$ cat src/rtl/upf_pkg.sv
// Shared types, constants and the byte-wide CRC-32 step for the update packet framer.
// Used by upf_ctrl, upf_datapath and the top level; depends on nothing else.
package upf_pkg;

  localparam int unsigned FILL_W = 6;
  localparam int unsigned POS_W  = 6;

  localparam logic [7:0]  MAGIC0    = 8'h0D;
  localparam logic [7:0]  MAGIC1    = 8'hF0;
  localparam logic [7:0]  CMD_RANGE = 8'h01;
  localparam logic [7:0]  CMD_DONE  = 8'h02;
  localparam logic [31:0] CRC_POLY  = 32'h04C1_1DB7;
  localparam logic [31:0] BASE_RESET = 32'h0010_4000;

  // Packet byte positions.
  localparam logic [POS_W-1:0] POS_MAGIC0 = 6'd0;
  localparam logic [POS_W-1:0] POS_MAGIC1 = 6'd1;
  localparam logic [POS_W-1:0] POS_CMD    = 6'd2;
  localparam logic [POS_W-1:0] POS_LEN    = 6'd4;
  localparam logic [POS_W-1:0] POS_ADDR0  = 6'd8;
  localparam logic [POS_W-1:0] POS_ADDR1  = 6'd9;
  localparam logic [POS_W-1:0] POS_ADDR2  = 6'd10;
  localparam logic [POS_W-1:0] POS_ADDR3  = 6'd11;
  localparam logic [POS_W-1:0] POS_CRC0   = 6'd12;
  localparam logic [POS_W-1:0] POS_CRC1   = 6'd13;
  localparam logic [POS_W-1:0] POS_CRC2   = 6'd14;
  localparam logic [POS_W-1:0] POS_CRC3   = 6'd15;
  localparam logic [POS_W-1:0] POS_FLAGS  = 6'd16;
  localparam logic [POS_W-1:0] POS_DATA   = 6'd20;
  localparam logic [POS_W-1:0] DONE_LAST  = 6'd7;

  // Configuration register indexes.
  localparam int unsigned CFG_IDX_W = 1;
  localparam logic [CFG_IDX_W-1:0] REG_BASE_ADDRESS = 1'b0;
  localparam logic [CFG_IDX_W-1:0] REG_TEST_MODE    = 1'b1;

  // Input item kinds.
  localparam logic KIND_DATA = 1'b0;
  localparam logic KIND_END  = 1'b1;

  typedef enum logic [3:0] {
    ST_IDLE       = 4'b0001,
    ST_CRC        = 4'b0010,
    ST_SEND_RANGE = 4'b0100,
    ST_SEND_DONE  = 4'b1000
  } state_t;

  typedef struct packed {
    logic store;         // write the input byte into the chunk store
    logic abort;         // drop the partial chunk and reload the address
    logic gen_start;     // start a pass of the byte generator
    logic gen_send;      // the pass drives the output (otherwise the CRC)
    logic gen_done_pkt;  // the pass produces the update-complete packet
    logic commit;        // advance the address past the sent chunk
  } cmd_t;

  typedef struct packed {
    logic chunk_full;    // the next stored byte fills the chunk
    logic gen_idle;      // generator and its stage are empty
  } status_t;

  function automatic logic [31:0] crc_byte(input logic [31:0] crc_in, input logic [7:0] b);
    logic [31:0] c;
    c = crc_in ^ {b, 24'h00_0000};
    for (int k = 0; k < 8; k++) begin
      c = c[31] ? ({c[30:0], 1'b0} ^ CRC_POLY) : {c[30:0], 1'b0};
    end
    return c;
  endfunction

endpackage

$ cat src/rtl/upf_ctrl.sv
// Controller state machine of the update packet framer.
// Depends on upf_pkg; drives commands into upf_datapath and reads its status.
module upf_ctrl (
  input  logic              clk,
  input  logic              rst,
  input  logic              s_tvalid,
  output logic              s_tready,
  input  logic              s_tuser,
  input  logic              s_tlast,
  input  upf_pkg::status_t  status,
  output upf_pkg::cmd_t     cmd
);

  upf_pkg::state_t state;
  upf_pkg::state_t state_next;

  always_ff @(posedge clk) begin
    if (rst) begin
      state <= upf_pkg::ST_IDLE;
    end else begin
      state <= state_next;
    end
  end

  always_comb begin
    state_next = state;
    cmd        = '0;
    s_tready   = (state == upf_pkg::ST_IDLE);
    unique case (state)
      upf_pkg::ST_IDLE: begin
        if (s_tvalid) begin
          if (s_tuser == upf_pkg::KIND_END) begin
            cmd.abort        = 1'b1;
            cmd.gen_start    = 1'b1;
            cmd.gen_send     = 1'b1;
            cmd.gen_done_pkt = 1'b1;
            state_next       = upf_pkg::ST_SEND_DONE;
          end else begin
            cmd.store = 1'b1;
            if (status.chunk_full || s_tlast) begin
              cmd.gen_start = 1'b1;
              state_next    = upf_pkg::ST_CRC;
            end
          end
        end
      end
      upf_pkg::ST_CRC: begin
        if (status.gen_idle) begin
          cmd.gen_start = 1'b1;
          cmd.gen_send  = 1'b1;
          state_next    = upf_pkg::ST_SEND_RANGE;
        end
      end
      upf_pkg::ST_SEND_RANGE: begin
        if (status.gen_idle) begin
          cmd.commit = 1'b1;
          state_next = upf_pkg::ST_IDLE;
        end
      end
      upf_pkg::ST_SEND_DONE: begin
        if (status.gen_idle) begin
          state_next = upf_pkg::ST_IDLE;
        end
      end
      default: begin
        state_next = upf_pkg::ST_IDLE;
      end
    endcase
  end

endmodule

$ cat src/rtl/upf_datapath.sv
// Datapath of the update packet framer: chunk store, address and config registers,
// packet byte generator, CRC accumulator and output register. Depends on upf_pkg.
module upf_datapath #(
  parameter int unsigned CHUNK_BYTES = 44
) (
  input  logic                             clk,
  input  logic                             rst,
  input  logic                             cfg_we,
  input  logic [upf_pkg::CFG_IDX_W-1:0]    cfg_index,
  input  logic [31:0]                      cfg_data,
  input  logic [7:0]                       s_tdata,
  input  upf_pkg::cmd_t                    cmd,
  output upf_pkg::status_t                 status,
  input  logic                             m_tready,
  output logic                             m_tvalid,
  output logic [7:0]                       m_tdata,
  output logic                             m_tlast,
  output logic                             m_tuser
);

  localparam int unsigned MEM_AW = (CHUNK_BYTES > 1) ? $clog2(CHUNK_BYTES) : 1;
  localparam logic [upf_pkg::FILL_W-1:0] CHUNK_LAST = upf_pkg::FILL_W'(CHUNK_BYTES - 1);

  logic [31:0]                 base_address;
  logic                        test_mode;
  logic [31:0]                 next_address;
  logic [upf_pkg::FILL_W-1:0]  fill;
  logic [7:0]                  mem [CHUNK_BYTES];
  logic [7:0]                  rd_data;
  logic [31:0]                 crc;

  logic                        gen_active;
  logic                        send_mode;
  logic                        pkt_type;
  logic [upf_pkg::POS_W-1:0]   pos;
  logic                        s1_v;
  logic [upf_pkg::POS_W-1:0]   s1_pos;
  logic [7:0]                  s1_hdr;
  logic                        s1_isdata;

  logic [6:0]                  fill_p3;
  logic [3:0]                  words;
  logic [upf_pkg::POS_W-1:0]   last_pos;
  logic [upf_pkg::POS_W-1:0]   data_off;
  logic                        in_data;
  logic [7:0]                  hdr;
  logic                        out_free;
  logic                        sink_ready;
  logic                        s1_adv;
  logic                        load;
  logic [7:0]                  s1_byte;
  logic                        s1_crc_field;

  // Length in words is (n + 3) / 4 + 3; the packet's last byte sits at 4 * words + 7.
  assign fill_p3  = {1'b0, fill} + 7'd3;
  assign words    = 4'(fill_p3[6:2]) + 4'd3;
  assign last_pos = pkt_type ? upf_pkg::DONE_LAST
                             : (upf_pkg::POS_W'({words, 2'b00}) + upf_pkg::POS_W'(7));
  assign data_off = pos - upf_pkg::POS_DATA;
  assign in_data  = !pkt_type && (pos >= upf_pkg::POS_DATA) && (data_off < fill);

  always_comb begin
    hdr = '0;
    unique case (pos)
      upf_pkg::POS_MAGIC0: hdr = upf_pkg::MAGIC0;
      upf_pkg::POS_MAGIC1: hdr = upf_pkg::MAGIC1;
      upf_pkg::POS_CMD:    hdr = pkt_type ? upf_pkg::CMD_DONE : upf_pkg::CMD_RANGE;
      upf_pkg::POS_LEN:    hdr = pkt_type ? 8'h00 : {4'h0, words};
      upf_pkg::POS_ADDR0:  hdr = next_address[7:0];
      upf_pkg::POS_ADDR1:  hdr = next_address[15:8];
      upf_pkg::POS_ADDR2:  hdr = next_address[23:16];
      upf_pkg::POS_ADDR3:  hdr = next_address[31:24];
      upf_pkg::POS_CRC0:   hdr = crc[7:0];
      upf_pkg::POS_CRC1:   hdr = crc[15:8];
      upf_pkg::POS_CRC2:   hdr = crc[23:16];
      upf_pkg::POS_CRC3:   hdr = crc[31:24];
      upf_pkg::POS_FLAGS:  hdr = {5'b0_0000, fill[1:0], test_mode};
      default:             hdr = '0;
    endcase
  end

  assign out_free     = !m_tvalid || m_tready;
  assign sink_ready   = send_mode ? out_free : 1'b1;
  assign s1_adv       = s1_v && sink_ready;
  assign load         = gen_active && (!s1_v || s1_adv);
  assign s1_byte      = s1_isdata ? rd_data : s1_hdr;
  assign s1_crc_field = (s1_pos >= upf_pkg::POS_CRC0) && (s1_pos <= upf_pkg::POS_CRC3);

  assign status.chunk_full = (fill == CHUNK_LAST);
  assign status.gen_idle   = !gen_active && !s1_v;

  always_ff @(posedge clk) begin
    if (rst) begin
      base_address <= upf_pkg::BASE_RESET;
      test_mode    <= 1'b0;
      next_address <= upf_pkg::BASE_RESET;
      fill         <= '0;
      gen_active   <= 1'b0;
      send_mode    <= 1'b0;
      pkt_type     <= 1'b0;
      s1_v         <= 1'b0;
      m_tvalid     <= 1'b0;
    end else begin
      if (cmd.store) begin
        fill <= fill + upf_pkg::FILL_W'(1);
      end
      if (cmd.abort) begin
        fill         <= '0;
        next_address <= base_address;
      end
      if (cmd.commit) begin
        fill         <= '0;
        next_address <= next_address + {26'h000_0000, fill};
      end
      if (cfg_we) begin
        unique case (cfg_index)
          upf_pkg::REG_BASE_ADDRESS: begin
            base_address <= cfg_data;
            next_address <= cfg_data;
          end
          upf_pkg::REG_TEST_MODE: test_mode <= cfg_data[0];
          default: ;
        endcase
      end

      if (cmd.gen_start) begin
        gen_active <= 1'b1;
        send_mode  <= cmd.gen_send;
        pkt_type   <= cmd.gen_done_pkt;
      end else if (load && (pos == last_pos)) begin
        gen_active <= 1'b0;
      end

      if (load) begin
        s1_v <= 1'b1;
      end else if (s1_adv) begin
        s1_v <= 1'b0;
      end

      if (send_mode && s1_adv) begin
        m_tvalid <= 1'b1;
      end else if (m_tready) begin
        m_tvalid <= 1'b0;
      end
    end
  end

  always_ff @(posedge clk) begin
    if (cmd.gen_start) begin
      pos <= '0;
    end else if (load) begin
      pos <= pos + upf_pkg::POS_W'(1);
    end
    if (load) begin
      s1_pos    <= pos;
      s1_hdr    <= hdr;
      s1_isdata <= in_data;
    end
    if (cmd.gen_start && !cmd.gen_send) begin
      crc <= '0;
    end else if (s1_adv && !send_mode && !s1_crc_field) begin
      crc <= upf_pkg::crc_byte(crc, s1_byte);
    end
    if (send_mode && s1_adv) begin
      m_tdata <= s1_byte;
      m_tlast <= (s1_pos == last_pos);
      m_tuser <= pkt_type;
    end
  end

  // Chunk store: one write port at the fill count, one registered read port.
  always_ff @(posedge clk) begin
    if (cmd.store) begin
      mem[fill[MEM_AW-1:0]] <= s_tdata;
    end
    if (load && in_data) begin
      rd_data <= mem[data_off[MEM_AW-1:0]];
    end
  end

endmodule

$ cat src/rtl/upgrade_packet_framer_crc32.sv
// Top level of the firmware update packet framer with CRC-32.
// Instantiates upf_ctrl and upf_datapath; depends on upf_pkg.

// Image bytes arrive one item at a time and are gathered into a chunk of up to
// CHUNK_BYTES bytes. When the chunk fills, or a byte arrives with tlast set, the
// block sends a range-update packet of T = 4 * ceil(n / 4) + 20 bytes for a chunk
// of n bytes (64 bytes for a full 44-byte chunk): magic, command, length in words,
// target address, CRC-32 (polynomial 04C11DB7, MSB first, zero start, no final
// inversion, over all bytes but the CRC field), flags, and the data padded to a
// word. The CRC field precedes the bytes it covers, so each flush runs the packet
// generator twice over the same byte sequence: a first pass feeds the CRC unit,
// a second pass feeds the output. A data byte that does not end a chunk is taken
// without holding the input off; an item that ends a chunk holds the input off
// until both passes are through, as the chunk store has a single read port and
// the output is one byte wide. An end-of-image item (tuser high) drops any partial
// chunk, sends the 8-byte update-complete packet and reloads the target address
// from base_address. A write of base_address also reloads the target address at
// once. The output register lets the last byte of a packet wait on m_tready while
// the next input item is already taken.
module upgrade_packet_framer_crc32 #(
  parameter int unsigned CHUNK_BYTES = 44
) (
  input  logic                           clk,
  input  logic                           rst,
  // Configuration write port.
  input  logic                           cfg_we,
  input  logic [upf_pkg::CFG_IDX_W-1:0]  cfg_index,
  input  logic [31:0]                    cfg_data,
  // Input stream.
  input  logic                           s_tvalid,
  output logic                           s_tready,
  input  logic [7:0]                     s_tdata,   // [7:0] data_byte
  input  logic                           s_tlast,   // last_of_image
  input  logic                           s_tuser,   // [0] kind
  // Output stream.
  output logic                           m_tvalid,
  input  logic                           m_tready,
  output logic [7:0]                     m_tdata,   // [7:0] out_byte
  output logic                           m_tlast,   // packet_end
  output logic                           m_tuser    // [0] packet_type
);

  upf_pkg::cmd_t    cmd;
  upf_pkg::status_t status;

  upf_ctrl u_ctrl (
    .clk      (clk),
    .rst      (rst),
    .s_tvalid (s_tvalid),
    .s_tready (s_tready),
    .s_tuser  (s_tuser),
    .s_tlast  (s_tlast),
    .status   (status),
    .cmd      (cmd)
  );

  upf_datapath #(
    .CHUNK_BYTES (CHUNK_BYTES)
  ) u_datapath (
    .clk       (clk),
    .rst       (rst),
    .cfg_we    (cfg_we),
    .cfg_index (cfg_index),
    .cfg_data  (cfg_data),
    .s_tdata   (s_tdata),
    .cmd       (cmd),
    .status    (status),
    .m_tready  (m_tready),
    .m_tvalid  (m_tvalid),
    .m_tdata   (m_tdata),
    .m_tlast   (m_tlast),
    .m_tuser   (m_tuser)
  );

endmodule

$ cat config.mk
export PLATFORM = sky130hd
export DESIGN_NAME = upgrade_packet_framer_crc32
export DESIGN_NICKNAME = d
export VERILOG_FILES = /design/src/rtl/upf_pkg.sv /design/src/rtl/upf_ctrl.sv /design/src/rtl/upf_datapath.sv /design/src/rtl/upgrade_packet_framer_crc32.sv
export SDC_FILE = /design/constraint.sdc
export NUM_CORES = 1
export LEC_CHECK = 0
export BUFFER_PORTS_ARGS = -buffer_cell sky130_fd_sc_hd__buf_2
export CAP_MARGIN = 0
export CORE_MARGIN = 2
export CORE_UTILIZATION = 56
export DETAILED_ROUTE_END_ITERATION = 16
export MAX_ROUTING_LAYER = met4
export PLACE_DENSITY = 0.77
export SYNTH_ARGS = -nofsm -noshare
export SYNTH_HDL_FRONTEND = slang
export SYNTH_SLANG_ARGS = --single-unit
$ cat constraint.sdc
create_clock -name clk -period 3.7 [get_ports clk]
set_input_delay 0.74 -clock clk [delete_from_list [all_inputs] [get_ports clk]]
set_output_delay 0.74 -clock clk [all_outputs]
set_load 0.02 [all_outputs]
## After elaboration in Yosys (flattened, before gate mapping)

Memories as Yosys holds them, arrays and structs flattened. A register that Yosys moved wholly into a read port is not among the register bits.
Index checks and enable logic that the tools add are counted.

| storage, ports and cells | value |
|---|---|
| RAM bits | 352 |
| output and inout bits | 12 |
| input port bits | 48 |
| register bits after elaboration | 143 |
| memories | 1 |

| cells by class | value |
|---|---|
| reduce and logical (&&, ||, !) cells | 31 |
| $lt $le $gt $ge | 4 |
| add/subtract/negate cells | 7 |
| eq/ne operators | 23 |
| bitwise gates (word level) | 10 |
| muxes and demuxes | 44 |

Memory list:

| name | depth | bits a word | rd ports | clocked after Yosys merged registers in | wr ports | RTL line | source |
|---|---|---|---|---|---|---|---|
| u_datapath.mem | 44 | 8 | 1 | 1 | 1 | upf_datapath.sv:28 | `logic [7:0] mem [CHUNK_BYTES];` |

Operator list:

| operator | count |
|---|---|
| $mux 27 | 8 |
| $mux 32 | 4 |
| $not 14->14 | 8 |
| $pmux 8 s13 | 1 |
| $eq 6x4->1 const B | 8 |
| $add 32x6->32 | 1 |
| $xor 32x32->32 | 1 |
| $mux 4 | 6 |
| $mux 1 | 16 |
| $add 6x1->6 const B | 2 |
| $eq 6x6->1 | 2 |
| $logic_and 1x1->1 | 12 |
| $pmux 4 s3 | 1 |
| $mux 2 | 4 |
| $mux 8 | 1 |
| $logic_not 1->1 | 7 |
| $add 6x2->6 const B | 1 |
| $add 6x3->6 const B | 1 |
| $eq 6x1->1 const B | 1 |
| $eq 6x2->1 const B | 1 |
| $eq 6x3->1 const B | 1 |
| $eq 6x5->1 const B | 1 |
| $eq 6x6->1 const B | 1 |
| $ge 6x4->1 const B | 1 |
| 23 further kinds | 29 |

## Logic depth before layout (Yosys ltp)

Gate-level depths: netlist of run 1.

| logic depth | value |
|---|---|
| depth in word-level cells | 18 |
| depth in mapped cells | 12 |

## Modules after synthesis

Synthesis of run 1 repeated with hierarchy kept, for this count alone.

| second synthesis, totals | value |
|---|---|
| cell total of the unflattened synthesis | 1520 |
| area, all modules | 21996.1 sq um |

Modules (own cells, without submodules):

| module | cells each | area each (sq um) | instances | seq. area each (sq um) |
|---|---|---|---|---|
| upf_datapath | 1484 | 21674.5 | 1 | 13843.3 |
| upf_ctrl | 36 | 321.6 | 1 | 80.1 |

## Worst setup path after synthesis of run 1

Ideal clock, no wire load.

| timing path | value |
|---|---|
| kind | register to register |
| from | register u_datapath.pos[2] (netlist name) |
| to | register u_datapath.rd_data[0] (read register of u_datapath.mem), enable pin |
| setup slack | -0.090 ns |
| data arrival time | 3.458 ns |
| period minus slack after synthesis | 3.790 ns |
| cell stages (with the launch flop) | 13 |
| cell sequence | dfxtp_1 -> clkbuf_1 -> clkbuf_1 -> inv_2 -> ha_1 -> clkbuf_1 -> inv_2 -> buf_2 -> ha_1 -> a21o_1 -> a21o_1 -> a2111oi_0 -> and2_1 |

| between the ends | value |
|---|---|
| cells in the longest elaborated chain, start to end | 4 |
| elaborated cells on any way between the ends | 6 |
| those cells by class | add/sub: 1; order compare: 2; reduce/logical: 3 |

RTL lines:

| what | RTL line | source |
|---|---|---|
| from (decl) | upf_datapath.sv:35 | `logic [upf_pkg::POS_W-1:0] pos;` |
| from (signal assigned) | upf_datapath.sv:152 | `pos <= pos + upf_pkg::POS_W'(1);` |
| $sub 6x5->6 or $ge 6x5->1 (tied branches) | upf_datapath.sv:59, upf_datapath.sv:60 |  |
| $lt 6x6->1 or $logic_and 1x1->1 (tied branches) | upf_datapath.sv:60 | `assign in_data = !pkt_type && (pos >= upf_pkg::POS_DATA) && (data_off < fill);` |
| $logic_and 1x1->1 * | upf_datapath.sv:60 |  |
| via u_datapath.in_data | upf_datapath.sv:45 | `logic in_data;` |
| $logic_and 1x1->1 * | upf_datapath.sv:176 | `if (load && in_data) begin` |
| to (decl) | upf_datapath.sv:29 | `logic [7:0] rd_data;` |

The timed path passes the listed nets; every way through them passes the cells marked *.
A chain may end at the register's enable or synchronous reset.

## Final worst setup path of run 1

| timing path | value |
|---|---|
| from | register u_datapath.fill[1] (netlist name) |
| to | register u_datapath.rd_data[5] (read register of u_datapath.mem), enable pin |

| between the ends | value |
|---|---|
| cells in the longest elaborated chain, start to end | 3 |

RTL lines:

| what | RTL line | source |
|---|---|---|
| from (decl) | upf_datapath.sv:27 | `logic [upf_pkg::FILL_W-1:0] fill;` |
| from (signal assigned) | upf_datapath.sv:105 | `fill <= fill + upf_pkg::FILL_W'(1);` |
| $lt 6x6->1 | upf_datapath.sv:60 |  |
| $logic_and 1x1->1 | upf_datapath.sv:60 |  |
| via u_datapath.in_data | upf_datapath.sv:45 |  |
| $logic_and 1x1->1 | upf_datapath.sv:176 |  |

The timed path passes the listed nets, and every way through them passes these cells.

==> results of run 1 <==
## worst max-delay path, cell delays in order (launching register included)
cell and delay (ns):
dfxtp_1 0.57, inv_1 0.21, ha_1 0.31, a21o_1 0.15, a21o_1 0.17, a21o_1 0.18, a21o_1 0.17, a2111oi_0 0.57
and2_1 0.41
## registers in the layout (all words and copies together), names as in the netlist, 4 cells and up
signal and cells:
u_datapath.s1_pos 6, u_datapath.fill 6, u_datapath.next_address 32, u_ctrl.state 4
u_datapath.base_address 32, u_datapath.pos 6, u_datapath.mem 352, u_datapath.rd_data 8
u_datapath.s1_hdr 8, u_datapath.m_tdata 8, u_datapath.crc 32
## cell families (layout without fill, tap and decap cells)
kind of cell,Yosys count,after routing,synth area share (%)
adders and majority gates,23,23,1.34
muxes,124,124,11.6
and+or+nand+nor,419,419,8.71
xor gates and xnor gates,116,116,5.51
DFF,503,503,63.4
buffers and inverters,113,220,2.15
AOI/OAI and AO/OA,246,246,7.29
## cells in the mapped netlist, types with 4 or more instances
cell | number | area [um2]
a211oi_1 | 19 | 143
a21o_1 | 8 | 60.1
a21oi_1 | 80 | 400
a221oi_1 | 8 | 70.1
a22oi_1 | 15 | 113
a31oi_1 | 9 | 56.3
and3_1 | 13 | 81.3
buf_1 | 4 | 15.0
buf_2 | 17 | 85.1
clkbuf_1 | 66 | 248
dfxtp_1 | 118 | 2360
edfxtp_1 | 385 | 11600
ha_1 | 22 | 275
inv_1 | 18 | 67.6
mux2_2 | 7 | 78.8
mux2i_1 | 11 | 110
mux4_2 | 104 | 2340
nand2_1 | 159 | 597
nand2b_1 | 5 | 31.3
nand3_1 | 48 | 240
nand4_1 | 17 | 106
nor2_1 | 122 | 458
nor2b_1 | 5 | 31.3
nor3_1 | 18 | 90.1
nor3b_1 | 4 | 30.0
o211ai_1 | 15 | 113
o21ai_0 | 41 | 205
o22ai_1 | 11 | 68.8
o31ai_1 | 4 | 30.0
o32a_1 | 5 | 50.1
xnor2_1 | 77 | 674
xor2_1 | 25 | 219
xor2_4 | 5 | 138
## layer usage
layer	up-vias	GRT usage, %	routed length, um
met5	-	-	0
met4	0	9.10	1710
met3	115	3.74	3720
met2	593	42.6	25300
met1	6798	35.3	20500
li1	6022	-	-
## final cells by class
| class | count | area, um2 | share of cell area, % |
|---|---|---|---|
| inverters | 21 | 78.8 | 0.321 |
| well taps | 518 | 648 | 2.64 |
| multi-input cells | 928 | 7600 | 30.9 |
| flip-flops and latches | 503 | 13900 | 56.7 |
| repair buffers | 110 | 703 | 2.86 |
| clock inverters | 24 | 267 | 1.08 |
| clock buffers | 65 | 1350 | 5.48 |
## through the flow
step | instances | util (%) | setup WS (ns)
after floorplan | 1544 | - | 0.0350
after CTS | 2169 | 63.6 | 0.730
after detailed placement | 2080 | 59.4 | 0.737
final | 2169 | 63.6 | 0.607
after global placement | 2080 | 59.4 | 0.818
after global routing | 2169 | 63.6 | 0.514
## report_power, final
| part | switching, mW | internal (mW) |
|---|---|---|
| clock | 2.07 | 2.91 |
| sequential | 0.337 | 6.32 |
| combinational | 1.90 | 1.88 |
## worst min-delay path by stage
stage | start | endpoint | depth (start not counted) | slack [ns]
global route | cfg_data[6] | u_datapath.next_address[6]$_SDFF_PP0_ | 3 | 0.38
global placement | u_datapath.base_address[20]$_SDFFE_PP1P_ | u_datapath.base_address[20]$_SDFFE_PP1P_ | 2 | 0.43
finish | cfg_data[10] | u_datapath.next_address[10]$_SDFF_PP0_ | 3 | 0.37
detailed placement | u_datapath.base_address[20]$_SDFFE_PP1P_ | u_datapath.base_address[20]$_SDFFE_PP1P_ | 2 | 0.44
floorplan | u_datapath.pkt_type$_SDFFE_PP0P_ | u_datapath.m_tuser$_DFFE_PP_ | 0 | 0.41
CTS | cfg_data[10] | u_datapath.next_address[10]$_SDFF_PP0_ | 3 | 0.35
==> impl_results.md, run 1 <==
- Setup violators final: 0
- Root buffer selected by CTS: clkbuf_16
- Largest net degree at the start of global routing: 50
- Kind of capture point of the worst setup path: flip-flop
- Fraction of final layout cells sized beyond drive strength 1: 19.6%
- Final design area excluding fillers: 24600 um2
- Power per cell area: approximately 630 nW/um2
- Startpoint of the worst setup timing path: u_datapath.fill[1]$_SDFFE_PP0P_
- Wire length per cell: 23.6 um
- Final Critical Period: around 3.1 ns
- Number of nets at the end of the flow: 1685
- Transition time at the pin with the least slew margin: 0.956 ns
- Remaining global-route overflow: 0
- Main flop type after synthesis: edfxtp_1
- Total of flip-flops plus latches after synthesis: approximately 500
- Worst setup path endpoint: u_datapath.rd_data[5]$_DFFE_PP_
- Instance count of the mapped netlist: 1544
- Cts-stage hold buffer count: 0
- Die H: 202 um
- First-pass GRT wire length: 80300 um
- Setup TNS: 0 ns
- Setup skew after layout: 0.0372 ns
- Arrival time of data at the critical path endpoint: roughly 3.4 ns
- Detailed Place HPWL: ~33000 um
- Clock tree from TritonCTS: done
- Maximum Capacitance Violations: 0
- Area growth from synthesis to final layout: 11.8%
- Post-synthesis sequential area ratio: 63.4%
- FF-to-FF End: u_datapath.rd_data[5]$_DFFE_PP_
- Number of antenna violations at the first check in global routing: 0
- Synthesized area: 22000 um2
- Warnings from Yosys: 0
- Post-cts repair resize count: 0
- Maximum clock frequency: 323 MHz
- Final antenna-violating net count: 0
- Die area: 40800 um2
- Insertion delay to the later sink of the worst-skew pair: around 0.60 ns
- Power consumption: 15.4 mW
- H-tree depth reported by CTS: 2
- Vias post-DR: between 10000 and 15000
- Share of flip-flops with an asynchronous set or reset: 0%
- RD Place Congestion: 0.878
- CTS buffer count: 50
- Final clock period utilization by the worst path: between 80% and 90%
- Maximum ir drop on the vdd rail: 542 uV
- Number of vias per cell after detailed routing: 6.24
- Data required time at the worst endpoint: approximately 4 ns
- Number of failing hold endpoints at the final stage: 0
- Top Ports: 60
- Number of fill cells in the layout: 2736
- Normalized max-slew margin: approximately 36%
- DR pass1 iterations: 8
- Via count of the first global-routing pass: 13400
- Port buffer count: 59
- Most used cells in the layout excluding fill and tap cells: 385 x edfxtp_1, 159 x nand2_1, 122 x nor2_1, 116 x dfxtp_1, 104 x mux4_2
- Floorplan Core Area: 38600 um2
- Average cell area after synthesis: approximately 14 um2
- Critical R2R Launch: u_datapath.fill[1]$_SDFFE_PP0P_
- Cell variety after synth: 82
- Starting density of the core: 56.9%
- DRC violations left: 0
- Placed standard-cell area: 23000 um2
- Setup slack on the worst flop-to-flop path: 0.61 ns
- DRC marker count from the first detailed-route iteration: 1342
- Post-Route Hold Slack: 0.373 ns
- Unrepaired setup endpoints after global routing: false
- Post-detailed-routing wire length: between 50000 and 60000 um
- Hold crit path type: input pin to flip-flop
- Synth Net Count: 1615
- Final antenna diode count: 0
- Post-CTS setup buffers: 0
- CTS clock-pin slew for the worst setup and hold paths: 0.06 ns
- Standard-cell rows: ~70
- Logic depth of the worst register-to-register path: 8
- Maximum fanout along the worst path: 10
- Max-slew violations: 0
- Overall global routing resource usage: 26.5%
- Most common library cell in the layout ignoring fill and taps: edfxtp_1
- Leak: 8.03 nW
- Type of the worst setup path: flip-flop to flip-flop
- Deepest clock path buffer count: 3
- Chip width: roughly 200 um
- Number of enable flip-flop cells after synthesis: 385
- Run status: finished, final reports clean
- Critical Path Source Type: flip-flop
- Total number of clock tree sinks: 503
Note: power is estimated with default switching activity, not from simulation.
==> run 2, diff against run 1 <==
==> constraint.sdc (replaced) <==
create_clock -name clk -period 2.7 [get_ports clk]
set_input_delay 0.54 -clock clk [delete_from_list [all_inputs] [get_ports clk]]
set_output_delay 0.54 -clock clk [all_outputs]
set_load 0.02 [all_outputs]
==> run 2 against run 1 <==
  * Register-to-register slack worse by 0.47 ns
  * Cell count is 2.3% higher
  * Design area is 2.1% higher
  * Non-clock buffer count is 46 higher
==> impl_results.md, run 2 (synthesis results as in run 1) <==
- Setup skew after layout: 0.0224 ns
- Most common library cell in the layout ignoring fill and taps: edfxtp_1
- Post-Route Hold Slack: 0.171 ns
- Setup violators final: 0
- Maximum ir drop on the vdd rail: between 800 and 900 uV
- Slowest cell on the critical path: or4_1
- Port buffer count: 59
- DRC marker count from the first detailed-route iteration: 1409
- Final Critical Period: 2.56 ns
- Final antenna-violating net count: 0
- Top Ports: 60
- Final clock period utilization by the worst path: 94.9%
- Remaining global-route overflow: 0
- Detailed Place HPWL: 34500 um
- DR pass1 iterations: 6
- Area growth from synthesis to final layout: 14.1%
- Number of nets at the end of the flow: about 1700
- Normalized max-slew margin: 21.0%
- Run status: finished, final reports clean
- Metal1 wirelength: 21300 um
- Cts-stage hold buffer count: 0
- Leak: 8.31 nW
- Max-slew violations: 0
- Hold Crit Endpoint: u_datapath.next_address[10]$_SDFF_PP0_
- Setup slack on the worst flop-to-flop path: 0.14 ns
- Hold crit path type: input pin to flip-flop
- Starting density of the core: 56.9%
- Standard-cell rows: 72
- Number of vias per cell after detailed routing: 6.26
- Deepest clock path buffer count: 3
- Insertion delay to the later sink of the worst-skew pair: about 0.6 ns
- Hold Path Cell Cnt: 3
- Met2 Wirelength: 26400 um
- RD Place Congestion: 0.912
- Die area: between 40000 and 50000 um2
- Flip-flop count of the largest register, all copies and words added: 352
- Total number of clock tree sinks: slightly above 500
- Post-cts repair resize count: 0
- Via count of the first global-routing pass: 13700
- Transition time at the pin with the least slew margin: about 1.2 ns
- Final design area excluding fillers: 25100 um2
- Crit-path cells: ha_1 -> inv_1 -> fa_1 -> nor2b_1 -> o21a_1 -> o21ai_1 -> a21o_1 -> or4_1 -> nand3_1 -> a32o_1
- DRC violations left: 0
- Logic depth of the worst register-to-register path: 10
- Kind of capture point of the worst setup path: flip-flop
- Fraction of final layout cells sized beyond drive strength 1: between 20% and 30%
- Vias post-DR: ~14000
- Post-detailed-routing wire length: around 53000 um
- First-pass GRT wire length: 82000 um
- CTS buffer count: 51
- Root buffer selected by CTS: clkbuf_16
- Placed standard-cell area: ~23000 um2
- Unrepaired setup endpoints after global routing: false
- Number of antenna violations at the first check in global routing: 1
- FF-to-FF End: u_datapath.next_address[22]$_SDFF_PP0_
- Crit path buf inv count: 1
- Power per cell area: 848 nW/um2
- Top sig layer: met4
- CTS clock-pin slew for the worst setup and hold paths: roughly 0.060 ns
- Final worst slack: 0.137 ns
- Floorplan Core Area: 38600 um2
- Setup TNS: 0 ns
- Wire length on met3: 3810 um
- Maximum Capacitance Violations: 0
- Data required time at the worst endpoint: around 3.2 ns
- Largest stage delay on the critical path: between 0.5 and 0.6 ns
- Wire length per cell: 24.0 um
- Clock tree from TritonCTS: done
- Most used cells in the layout excluding fill and tap cells: 385 x edfxtp_1, 158 x nand2_1, 122 x nor2_1, 115 x dfxtp_1, 104 x mux4_2
- Arrival time of data at the critical path endpoint: 3.11 ns
- Critical Path Source Type: flip-flop
- Number of failing hold endpoints at the final stage: 0
- Maximum fanout along the worst path: 5
- Largest net degree at the start of global routing: 71
- Post-CTS setup buffers: 0
- End-of-flow core utilization: 64.9%
- Maximum clock frequency: approximately 400 MHz
- Chip width: 202 um
- Type of the worst setup path: flip-flop to flip-flop
- Critical R2R Launch: u_datapath.next_address[0]$_SDFF_PP0_
- Placement-stage worst setup slack: between 0.03 and 0.04 ns
- Overall global routing resource usage: 27.3%
- Die H: 202 um
- Worst Hold Launch: cfg_data[10]
- Cell type group with the largest total delay on the critical path: simple AND/OR/NAND/NOR gates
- H-tree depth reported by CTS: 2
-- run 2: worst max-delay path by stage --
stage	slack (ns)	from	endpoint	cells after the start
after floorplan	0.008	u_datapath.pos[2]$_SDFFE_PP0P_	u_datapath.rd_data[0]$_DFFE_PP_	12
after detailed placement	0.04	u_datapath.fill[3]$_SDFFE_PP0P_	u_datapath.gen_active$_SDFFE_PP0P_	7
final	0.14	u_datapath.next_address[0]$_SDFF_PP0_	u_datapath.next_address[22]$_SDFF_PP0_	10
after CTS	0.03	u_datapath.fill[3]$_SDFFE_PP0P_	u_datapath.gen_active$_SDFFE_PP0P_	7
after global placement	0.11	u_datapath.fill[3]$_SDFFE_PP0P_	u_datapath.gen_active$_SDFFE_PP0P_	7
after global routing	0.004	u_datapath.next_address[0]$_SDFF_PP0_	u_datapath.next_address[26]$_SDFF_PP0_	10
-- run 2: tightest hold or removal path: cells and delay by family --
kind | cells | cell delay, ns
buffers and inverters | 1 | 0.10
AO/OA/AOI/OAI | 1 | 0.05
AND/OR/NAND/NOR | 1 | 0.04
-- run 2: final cells by class --
class	count	area (um2)
diodes	1	2.50
clock buffers	63	1360
clock inverters	28	259
fillers	2663	13600
inverters	21	98.8
multi-input cells	928	7660
flip-flops and latches	503	13900
well taps	518	648
repair buffers	156	1110
-- run 2: metal layers --
metal | up-vias | GRT usage (%)
met4 | 0 | 9.44
met1 | 6998 | 36.1
met2 | 642 | 44.1
met5 | - | -
li1 | 6117 | -
met3 | 137 | 3.63
-- run 2: power by group --
group	leakage [nW]	internal, mW	total [mW]	switching, mW
sequential	4.44	8.66	9.04	0.378
clock	0.783	3.88	6.84	2.96
combinational	3.09	2.67	5.38	2.71
total	8.31	15.2	21.3	6.05
-- run 2: per-stage QoR --
stage                     total power, mW  instances
after floorplan                      13.2       1544
after global placement               14.4       2126
after detailed placement             14.5       2126
after CTS                            21.3       2217
after global routing                 22.0       2218
final                                21.3       2218
==> run 3, diff against run 2 <==
--- a/config.mk
+++ b/config.mk
@@ -6,7 +6,8 @@
 export NUM_CORES = 1
 export LEC_CHECK = 0
 export BUFFER_PORTS_ARGS = -buffer_cell sky130_fd_sc_hd__buf_2
-export CAP_MARGIN = 0
+export CAP_MARGIN = 30
+export CORE_ASPECT_RATIO = 0.6
 export CORE_MARGIN = 2
 export CORE_UTILIZATION = 56
 export DETAILED_ROUTE_END_ITERATION = 16
==> run 3 against run 2 <==
  * Worst hold slack better by 0.023 ns
  * Cell count up 0.23%
  * Flip-flop and latch count unchanged
  * Design area down 0.12%
  * Largest cell class unchanged
  * Core utilization down 0.48 points
  * Setup slack worse by 0.0022 ns
  * Clock-buffer cell count down 9
  * Register-to-register slack about the same
  * First-iteration DRC count up 56%
==> impl_results.md, run 3 (synthesis results as in run 1) <==
- Die area: 40900 um2
- Detailed Place HPWL: just under 40000 um
- Setup skew after layout: 0.0223 ns
- Deepest clock path buffer count: 3
- Critical Path Source Type: flip-flop
- Number of nets at the end of the flow: around 1700
- End-of-flow core utilization: 64.4%
- Arrival time of data at the critical path endpoint: 2.83 ns
- Root buffer selected by CTS: clkbuf_16
- Standard-cell rows: 56
- Overall global routing resource usage: about 30%
- Via count of the first global-routing pass: approximately 13000
- DR pass1 iterations: 7
- Transition time at the pin with the least slew margin: 0.951 ns
- Number of failing hold endpoints at the final stage: 0
- Vias post-DR: 14300
- Floorplan Core Area: just under 40000 um2
- Power consumption: 21.6 mW
- Setup violators final: 0
- Hold crit path type: input pin to flip-flop
- Post-detailed-routing wire length: 57500 um
- Insertion delay to the later sink of the worst-skew pair: 0.58 ns
- Setup slack on the worst flop-to-flop path: roughly 0.14 ns
- Most used cells in the layout excluding fill and tap cells: 385 x edfxtp_1, 159 x nand2_1, 122 x nor2_1, 115 x dfxtp_1, 104 x mux4_2
- Max-slew violations: 0
- Type of the worst setup path: flip-flop to flip-flop
- Kind of capture point of the worst setup path: flip-flop
- First-pass GRT wire length: 85300 um
- CTS clock-pin slew for the worst setup and hold paths: 0.06 ns
- Fraction of final layout cells sized beyond drive strength 1: a little under a quarter
- Post-Route Hold Slack: 0.194 ns
- Area growth from synthesis to final layout: 14.0%
- Unrepaired setup endpoints after global routing: true
- Largest net degree at the start of global routing: 45
- H-tree depth reported by CTS: 2
- Final clock period utilization by the worst path: between 90% and 100%
- Clock tree from TritonCTS: done
- Maximum Capacitance Violations: 0
- Cts-stage hold buffer count: 0
- Data required time at the worst endpoint: 2.97 ns
- Power per cell area: 862 nW/um2
- Die H: 157 um
- Total number of clock tree sinks: between 500 and 600
- Leak: 8.33 nW
- Run status: finished, final reports clean
- Maximum ir drop on the vdd rail: 688 uV
- Most common library cell in the layout ignoring fill and taps: edfxtp_1
- Chip width: 260 um
- Wire length per cell: 25.9 um
- Final worst slack: between 0.1 and 0.15 ns
- Number of fill cells in the layout: 2724
- Setup TNS: 0 ns
- Maximum fanout along the worst path: 13
- DRC violations left: 0
- Starting density of the core: a little under three fifths
- Final Critical Period: 2.56 ns
- CTS buffer count: 45
- Maximum clock frequency: 390 MHz
- Normalized max-slew margin: 36.6%
- Port buffer count: a little under 60
- Flip-flop count of the largest register, all copies and words added: 352
- Remaining global-route overflow: 0
- Number of antenna violations at the first check in global routing: 4
- Top Ports: 60
- RD Place Congestion: 0.997
- Final antenna-violating net count: 0
- Number of vias per cell after detailed routing: 6.43
- Placement-stage worst setup slack: 0.00181 ns
- DRC marker count from the first detailed-route iteration: 2205
-- run 3: area by class of cell --
class | instances | area, um2 | area share, %
clock buffers | 54 | 1210 | 4.84
repair buffers | 164 | 1150 | 4.58
diodes | 2 | 5.00 | 0.0200
inverters | 21 | 98.8 | 0.395
well taps | 522 | 653 | 2.61
clock inverters | 29 | 337 | 1.34
flip-flops and latches | 503 | 13900 | 55.6
multi-input cells | 928 | 7660 | 30.6
-- run 3: power by group --
part           internal, mW  total, mW  switching, mW  leakage (nW)
Combinational          2.76       5.67           2.91          3.12
Clock                  3.89       6.76           2.88         0.768
Sequential             8.66       9.16          0.504          4.44
-- run 3: critical path, cell delays in order, from the launching register on --
cell       delay, ns
dfxtp_2         0.48
inv_12          0.08
ha_1            0.29
xor2_4          0.17
inv_1           0.07
ha_1            0.27
a21o_1          0.19
a2111oi_2       0.41
and2_4          0.30
-- run 3: stage by stage --
step	std cells	cell area [um2]
after detailed placement	2136	23500
after global placement	2135	23500
after CTS	2220	25000
after floorplan	1544	22100
after global routing	2223	25000
final	2223	25000
-- run 3: routing by layer --
| metal | part of all wire [%] | GRT usage [%] |
|---|---|---|
| met4 | 1.6 | 5.42 |
| met3 | 14 | 9.42 |
| met5 | 0 | - |
| met2 | 42 | 38.5 |
| met1 | 43 | 44.9 |
-- run 3: path summary, 6_finish.rpt --
kind / from / cells after the start / endpoint
max: u_datapath.pos[2]$_SDFFE_PP0P_ / 8 / u_datapath.rd_data[0]$_DFFE_PP_
min reg2reg: u_datapath.base_address[10]$_SDFFE_PP0P_ / 2 / u_datapath.base_address[10]$_SDFFE_PP0P_
min: cfg_data[6] / 3 / u_datapath.next_address[6]$_SDFF_PP0_
max reg2reg: u_datapath.pos[2]$_SDFFE_PP0P_ / 8 / u_datapath.rd_data[0]$_DFFE_PP_
-- run 3: repair_timing --
action                     4_1_cts  5_1_grt
setup endpoints to repair        1       53
pin swaps                        1        2
buffers inserted                 1        1
gates resized for setup          0        4
